### src/sv/oqfmm_pkg.sv
// ============================================================================
// Ordered queue package
// Types and codes shared by the cell row, the result buffer and the top level.
// ============================================================================
`default_nettype none

package oqfmm_pkg;

    localparam logic [1:0] MODE_FIFO = 2'd0;
    localparam logic [1:0] MODE_MIN  = 2'd1;
    localparam logic [1:0] MODE_MAX  = 2'd2;

    localparam logic       FUNC_ENQ  = 1'b0;
    localparam logic       FUNC_DEQ  = 1'b1;

    localparam logic [1:0] STATUS_DONE  = 2'd0;
    localparam logic [1:0] STATUS_EMPTY = 2'd1;
    localparam logic [1:0] STATUS_FULL  = 2'd2;

    typedef struct packed {
        logic               enq;
        logic               deq;
        logic               mode_min;
        logic               mode_max;
        logic signed [31:0] value;
    } t_cell_cmd;

    typedef struct packed {
        logic [1:0]         status;
        logic signed [31:0] value_out;
        logic [4:0]         occupancy;
    } t_result;

endpackage

`default_nettype wire

### src/sv/oqfmm_cell.sv
// ============================================================================
// Ordered queue cell
// Holds one entry, decides whether a new value belongs here and shifts toward
// its neighbors on insert or removal.
// ============================================================================
`default_nettype none

module oqfmm_cell (
    input  wire                    i_clk,
    input  oqfmm_pkg::t_cell_cmd   i_cmd,
    input  wire                    i_occupied,
    input  wire                    i_found,
    input  wire signed [31:0]      i_left_value,
    input  wire signed [31:0]      i_right_value,
    output logic                   o_found,
    output logic signed [31:0]     o_value
);

    logic signed [31:0] r_value;
    logic signed [31:0] n_value;
    logic               w_here;

    always_comb begin
        w_here = !i_occupied
               || (i_cmd.mode_min && !(r_value < i_cmd.value))
               || (i_cmd.mode_max && !(i_cmd.value < r_value));
        o_found = i_found || w_here;
    end

    always_comb begin
        n_value = r_value;
        if (i_cmd.enq) begin
            if (i_found) begin
                n_value = i_left_value;
            end else if (w_here) begin
                n_value = i_cmd.value;
            end
        end else if (i_cmd.deq) begin
            n_value = i_right_value;
        end
    end

    always_ff @(posedge i_clk) begin
        r_value <= n_value;
    end

    assign o_value = r_value;

endmodule

`default_nettype wire

### src/sv/oqfmm_rbuf.sv
// ============================================================================
// Ordered queue result buffer
// Two-slot queue of results that decouples the output stall from the input.
// ============================================================================
`default_nettype none

module oqfmm_rbuf (
    input  wire                 i_clk,
    input  wire                 i_rst_n,
    input  wire                 i_push,
    input  oqfmm_pkg::t_result  i_result,
    output logic                o_full,
    output logic                o_valid,
    input  wire                 i_stall,
    output oqfmm_pkg::t_result  o_result
);

    oqfmm_pkg::t_result r_slot [2];
    logic               r_wr;
    logic               n_wr;
    logic               r_rd;
    logic               n_rd;
    logic [1:0]         r_fill;
    logic [1:0]         n_fill;
    logic               w_pop;

    assign w_pop   = o_valid && !i_stall;
    assign o_valid = (r_fill != 2'd0);
    assign o_full  = (r_fill == 2'd2);
    assign o_result = r_slot[r_rd];

    always_comb begin
        n_wr   = i_push ? !r_wr : r_wr;
        n_rd   = w_pop ? !r_rd : r_rd;
        n_fill = r_fill + {1'b0, i_push} - {1'b0, w_pop};
    end

    always_ff @(posedge i_clk) begin
        if (!i_rst_n) begin
            r_wr   <= 1'b0;
            r_rd   <= 1'b0;
            r_fill <= 2'd0;
        end else begin
            r_wr   <= n_wr;
            r_rd   <= n_rd;
            r_fill <= n_fill;
        end
    end

    always_ff @(posedge i_clk) begin
        if (i_push) begin
            r_slot[r_wr] <= i_result;
        end
    end

endmodule

`default_nettype wire

### src/sv/ordered_queue_fifo_min_max.sv
// ============================================================================
// Ordered queue with FIFO, min-first and max-first order
// Bounded queue of signed values kept in a row of compare-and-shift cells.
// ============================================================================
//
// Channel   Direction  Handshake               Payload
// input     in         i_in_valid / o_in_stall i_func, i_value_in
// result    out        o_out_valid/i_out_stall o_status, o_value_out, o_occupancy
// config    in         i_cfg_valid/o_cfg_ready i_cfg_data (order mode)
//
// One request can be accepted every cycle while the input is not stalled;
// every cell compares and shifts in the same cycle, so the row sets the rate.
// A result appears in the cycle after its request and waits in a two-slot buffer.
// The input stalls only while both result slots are occupied.
// Reset empties the queue and the buffer and selects FIFO order; the cell
// contents are not cleared.
`default_nettype none

module ordered_queue_fifo_min_max #(
    parameter int DEPTH = 16
) (
    input  wire                i_clk,
    input  wire                i_rst_n,
    input  wire                i_in_valid,
    output logic               o_in_stall,
    input  wire                i_func,
    input  wire signed [31:0]  i_value_in,
    output logic               o_out_valid,
    input  wire                i_out_stall,
    output logic [1:0]         o_status,
    output logic signed [31:0] o_value_out,
    output logic [4:0]         o_occupancy,
    input  wire                i_cfg_valid,
    output logic               o_cfg_ready,
    input  wire [1:0]          i_cfg_data
);

    localparam int CW = $clog2(DEPTH + 1);

    logic [1:0]          r_mode;
    logic [CW-1:0]       r_count;
    logic [CW-1:0]       n_count;
    logic                w_accept;
    logic                w_full;
    logic                w_empty;
    logic                w_buf_full;
    oqfmm_pkg::t_cell_cmd w_cmd;
    oqfmm_pkg::t_result  w_result;
    oqfmm_pkg::t_result  w_out;
    logic                w_found [DEPTH+1];
    logic signed [31:0]  w_value [DEPTH];
    logic [CW+4:0]       w_occ_wide;

    assign o_cfg_ready = 1'b1;
    assign o_in_stall  = w_buf_full;
    assign w_accept    = i_in_valid && !w_buf_full;
    assign w_full      = (r_count == CW'(DEPTH));
    assign w_empty     = (r_count == '0);

    always_comb begin
        w_cmd.enq      = w_accept && (i_func == oqfmm_pkg::FUNC_ENQ) && !w_full;
        w_cmd.deq      = w_accept && (i_func == oqfmm_pkg::FUNC_DEQ) && !w_empty;
        w_cmd.mode_min = (r_mode == oqfmm_pkg::MODE_MIN);
        w_cmd.mode_max = (r_mode == oqfmm_pkg::MODE_MAX);
        w_cmd.value    = i_value_in;
    end

    always_comb begin
        n_count = r_count;
        if (w_cmd.enq) begin
            n_count = r_count + CW'(1);
        end else if (w_cmd.deq) begin
            n_count = r_count - CW'(1);
        end
    end

    always_comb begin
        w_occ_wide = {5'd0, n_count};
        w_result.occupancy = w_occ_wide[4:0];
        w_result.value_out = w_cmd.deq ? w_value[0] : 32'sd0;
        w_result.status    = oqfmm_pkg::STATUS_DONE;
        if (i_func == oqfmm_pkg::FUNC_ENQ && w_full) begin
            w_result.status = oqfmm_pkg::STATUS_FULL;
        end else if (i_func == oqfmm_pkg::FUNC_DEQ && w_empty) begin
            w_result.status = oqfmm_pkg::STATUS_EMPTY;
        end
    end

    always_ff @(posedge i_clk) begin
        if (!i_rst_n) begin
            r_mode  <= oqfmm_pkg::MODE_FIFO;
            r_count <= '0;
        end else begin
            if (i_cfg_valid && o_cfg_ready) begin
                r_mode <= i_cfg_data;
            end
            r_count <= n_count;
        end
    end

    assign w_found[0] = 1'b0;

    for (genvar g = 0; g < DEPTH; g++) begin : g_cell
        logic signed [31:0] w_left;
        logic signed [31:0] w_right;
        if (g == 0) begin : g_first
            assign w_left = 32'sd0;
        end else begin : g_mid
            assign w_left = w_value[g-1];
        end
        if (g == DEPTH - 1) begin : g_last
            assign w_right = 32'sd0;
        end else begin : g_inner
            assign w_right = w_value[g+1];
        end
        oqfmm_cell u_cell (
            .i_clk         (i_clk),
            .i_cmd         (w_cmd),
            .i_occupied    (CW'(g) < r_count),
            .i_found       (w_found[g]),
            .i_left_value  (w_left),
            .i_right_value (w_right),
            .o_found       (w_found[g+1]),
            .o_value       (w_value[g])
        );
    end

    oqfmm_rbuf u_rbuf (
        .i_clk    (i_clk),
        .i_rst_n  (i_rst_n),
        .i_push   (w_accept),
        .i_result (w_result),
        .o_full   (w_buf_full),
        .o_valid  (o_out_valid),
        .i_stall  (i_out_stall),
        .o_result (w_out)
    );

    assign o_status    = w_out.status;
    assign o_value_out = w_out.value_out;
    assign o_occupancy = w_out.occupancy;

    a_count_bound: assert property (@(posedge i_clk) disable iff (!i_rst_n)
        r_count <= CW'(DEPTH))
        else $error("Entry count exceeds the queue depth.");

    a_enq_grows: assert property (@(posedge i_clk) disable iff (!i_rst_n)
        w_cmd.enq |=> r_count == $past(r_count) + CW'(1))
        else $error("An accepted enqueue did not add an entry.");

    a_deq_shrinks: assert property (@(posedge i_clk) disable iff (!i_rst_n)
        w_cmd.deq |=> r_count == $past(r_count) - CW'(1))
        else $error("An accepted dequeue did not remove an entry.");

    a_result_ready: assert property (@(posedge i_clk) disable iff (!i_rst_n)
        w_accept |=> o_out_valid)
        else $error("An accepted request produced no result.");

endmodule

`default_nettype wire

### config.mk
export PLATFORM = sky130hd
export DESIGN_NAME = ordered_queue_fifo_min_max
export DESIGN_NICKNAME = d
export VERILOG_FILES = /design/src/sv/oqfmm_pkg.sv /design/src/sv/oqfmm_cell.sv /design/src/sv/oqfmm_rbuf.sv /design/src/sv/ordered_queue_fifo_min_max.sv
export SDC_FILE = /design/constraint.sdc
export NUM_CORES = 2
export LEC_CHECK = 0
export BUFFER_PORTS_ARGS = -buffer_cell sky130_fd_sc_hd__buf_2
export CAP_MARGIN = 40
export CELL_PAD_IN_SITES_DETAIL_PLACEMENT = 0
export CELL_PAD_IN_SITES_GLOBAL_PLACEMENT = 2
export CORE_ASPECT_RATIO = 0.9
export CORE_MARGIN = 2
export CORE_UTILIZATION = 38
export CTS_CLUSTER_SIZE = 25
export DETAILED_ROUTE_END_ITERATION = 8
export PLACE_DENSITY_LB_ADDON = 0.05
export SLEW_MARGIN = 0
export SYNTH_ARGS = -nofsm -noshare
export SYNTH_HDL_FRONTEND = slang
export SYNTH_SLANG_ARGS = --single-unit
### constraint.sdc
create_clock -name i_clk -period 6.7 [get_ports i_clk]
set_input_delay 0.335 -clock i_clk [delete_from_list [all_inputs] [get_ports i_clk]]
set_output_delay 0.335 -clock i_clk [all_outputs]
set_load 0.01 [all_outputs]
==> impl_metrics.ini <==
[final_layout]
syn2layout_area_growth_pct = 12.2
nets = 4977
multi_input_area_sq_mm = 0.0230
n_antenna_cell = 0
final_common_cell = nand2_1
layout_common_cells = 618 x nand2_1, 590 x edfxtp_1, 517 x ha_1
regArea_sq_mm = 0.0180
drive_gt1_frac = 0.103
fill_cells = 10900

[clocking]
clk_pin_slew_ns = 0.06
cts_buffer_depth = 3
cts_hold_buffers = 4
clkLatencyLatePin_ns = 0.68
cts_setup_buffers = 0
cts_sinks = 602
cts_tree = done
numCtsBuffers = 76
clock-root-buffer = clkbuf_16
cts-resized-gates = 0
cts-htree-levels = 3

[job]
max-cap-violations = 0

[timing]
slew_headroom = 0.296
min_period_over_period = 0.854
final_max_slew_viol_count = 0
hold_viol_final = 0
finalSetupTns_ns = 0
clock_skew_ns = 0.0214
period_needed_ns = 5.72
worstMarginPinSlew_ns = 1.05
finalSetupViolCount = 0
rsz0062_at_grt = no
fmax_ghz = 0.175

[synthesis]
ys_types = 76
ys_seq_area_frac = 0.424
postSynthCellCount = 4409
async_flop_share = 0
yosysTopAreaCellShare = 0.419
syn-num-nets = 4966
synth_warnings = 0
synth-edff-count = 590
synth-main-ff-cell = edfxtp_1
synth_top_area_cell = edfxtp_1
netlist_area_sq_mm = 0.0423
syn_area_per_cell_sq_um = 9.60
ys_ff_latch = 602
synth.area.top_cells = edfxtp_1 42%, ha_1 15%, nand2_1 5.5%

[worst_setup_path]
crit_type = reg -> reg
reg2regPathDepth = 15
cp_top_family = simple AND/OR/NAND/NOR gates
arrival_ns = 6.12
path_cells = ha_1 > nand3_1 > nor4_1 > and4_1 > o31a_1 > or3_1 > o311ai_0 > o21ai_0 > or4b_2 > buf_4 > nor4_4 > buf_4 > nand3_2 > buf_4 > mux2i_1
crit_path_end_kind = flop
cpMostUsedCell = buf_4
cp_max_fo = 33
r2r_end = g_cell[15].u_cell.o_value[5]
critPathLaunchType = flop
worst-path-buf-inv = 3
critical_path_required_ns = 7.10
cpPeakStageDelay_ns = 0.71
worst_path_max_delay_cell = or4b_2
r2r-start = g_cell[11].u_cell.o_value[29]
worst-r2r-setup-slack_ns = 0.98

[grt]
track_usage = 0.281
grt_max_degree = 196
grt_pass1_wl_microns = 240000
grt_antenna_before_repair = 2
grt_remaining_overflow = 0
grt_pass1_vias = 35100

[status]
outcome = finished, final reports clean

[placed_design]
dp_hpwl_microns = 122000
gp_congestion = 0.867
portBuffers = 80

[hold_path]
min_path_type = in -> reg
min_path_cells = 3
min-delay-start = i_func
worstHoldEndpoint = u_rbuf.r_slot[0][37]

[routing]
routed_via_density = 5.94
num_vias = 35400
first_iter_violations = 3194
routed_wl_microns = 163000
wl_per_cell_microns = 27.3
ant_nets = 0
dr.pass1.iters = 6
drc = 0

[power]
power_mw = 15.3
pwr_density_cell_mw_per_mm2 = 323
irDropWorstVdd_v = 0.000224
leakage_nw = 18.9

[floorplanning]
coreArea_sq_mm = 0.111
die_h_microns = 321
chipWidth_microns = 356
std_cell_rows = 116
start_util = 0.382
ios = 82
dieArea_sq_mm = 0.114
==> worst min-delay path: stages <==
cell and delay, ns:
buf_2 0.14, inv_1 0.07, nor2_1 0.06
==> metal layers <==
layer	vias up	part of all wire	GRT usage	wire, microns
met5	-	0.000080	0	13
met4	2	0.029	0.0815	4700
met3	212	0.039	0.0306	6420
met2	869	0.48	0.467	77700
met1	17600	0.45	0.386	74100
li1	16700	-	-	-
==> through the flow <==
step / cell area, sq um / util / hold WS (ns) / std cells / setup slack [ns]
after CTS: 47500 / 0.428 / 0.0591 / 5955 / 1.17
after detailed placement: 45000 / 0.406 / 0.552 / 5813 / 0.686
after global placement: 44800 / 0.404 / 0.546 / 5802 / 0.733
after floorplan: 42300 / - / 0.463 / 4409 / 0.296
final: 47500 / 0.428 / 0.0946 / 5955 / 0.977
after global routing: 47500 / 0.428 / 0.0942 / 5955 / 0.809
==> cell families (layout without fill, tap and decap cells) <==
logic type / Yosys count / count (layout) / synth area share
and+or+nand+nor: 1472 / 1472 / 0.159
AOI/OAI and AO/OA: 1206 / 1206 / 0.175
DFF: 602 / 602 / 0.424
adders and majority gates: 517 / 517 / 0.153
buffers and inverters: 392 / 463 / 0.0360
muxes: 210 / 210 / 0.0519
xor gates and xnor gates: 9 / 9 / 0.00186
other: 1 / 1 / 0.0000886
==> report_power, final <==
group	switching, mW	total [mW]	leakage [nW]	internal, mW
Clock	1.81	4.17	1.17	2.36
Sequential	0.784	6.19	5.71	5.41
Combinational	3.13	4.96	12.0	1.83
==> how the worst max path moves through the flow <==
stage | start | endpoint | slack (ns) | depth (start not counted)
6_report | g_cell[11].u_cell.o_value[29] | g_cell[15].u_cell.o_value[5] | 0.98 | 15
5_1_grt | g_cell[11].u_cell.o_value[29] | g_cell[15].u_cell.o_value[25] | 0.81 | 15
4_1_cts | g_cell[11].u_cell.o_value[25] | g_cell[15].u_cell.o_value[19] | 1.17 | 15
3_5_place_dp | i_value_in[29] | g_cell[15].u_cell.o_value[25] | 0.69 | 18
3_3_place_gp | i_value_in[29] | g_cell[15].u_cell.o_value[5] | 0.73 | 18
2_1_floorplan | i_value_in[31] | g_cell[12].u_cell.o_value[0] | 0.30 | 16
==> final cells by class <==
cell class,instances,share of cell area
Inverter,83,0.00656
Timing Repair Buffer,242,0.0410
Tap cell,1475,0.0389
Clock inverter,48,0.00856
Multi-Input combinational cell,3415,0.485
Sequential cell,602,0.378
Clock buffer,90,0.0421
==> cell usage after synthesis (16+ instances only) <==
master / number
a211oi_1: 19
a21o_1: 71
a21oi_1: 350
a31oi_1: 140
and2_1: 46
buf_1: 27
buf_2: 20
clkbuf_1: 258
edfxtp_1: 590
ha_1: 517
inv_1: 83
mux2_1: 30
mux2_2: 44
mux2i_1: 136
nand2_1: 618
nand2b_1: 16
nand3_1: 207
nand4_1: 126
nor2_1: 284
nor2b_1: 26
nor3_1: 68
nor4_1: 17
o211ai_1: 119
o211ai_2: 29
o21ai_0: 338
o31ai_1: 36
==> registers in the layout (all words and copies together) (netlist names), named ones only <==
register	flops
u_rbuf.r_rd	1
u_rbuf.r_fill	2
u_rbuf.r_wr	1
r_mode	2
r_count	5
g_cell.u_cell.o_value	512
u_rbuf.r_slot	78
(Power assumes the default switching activity.)
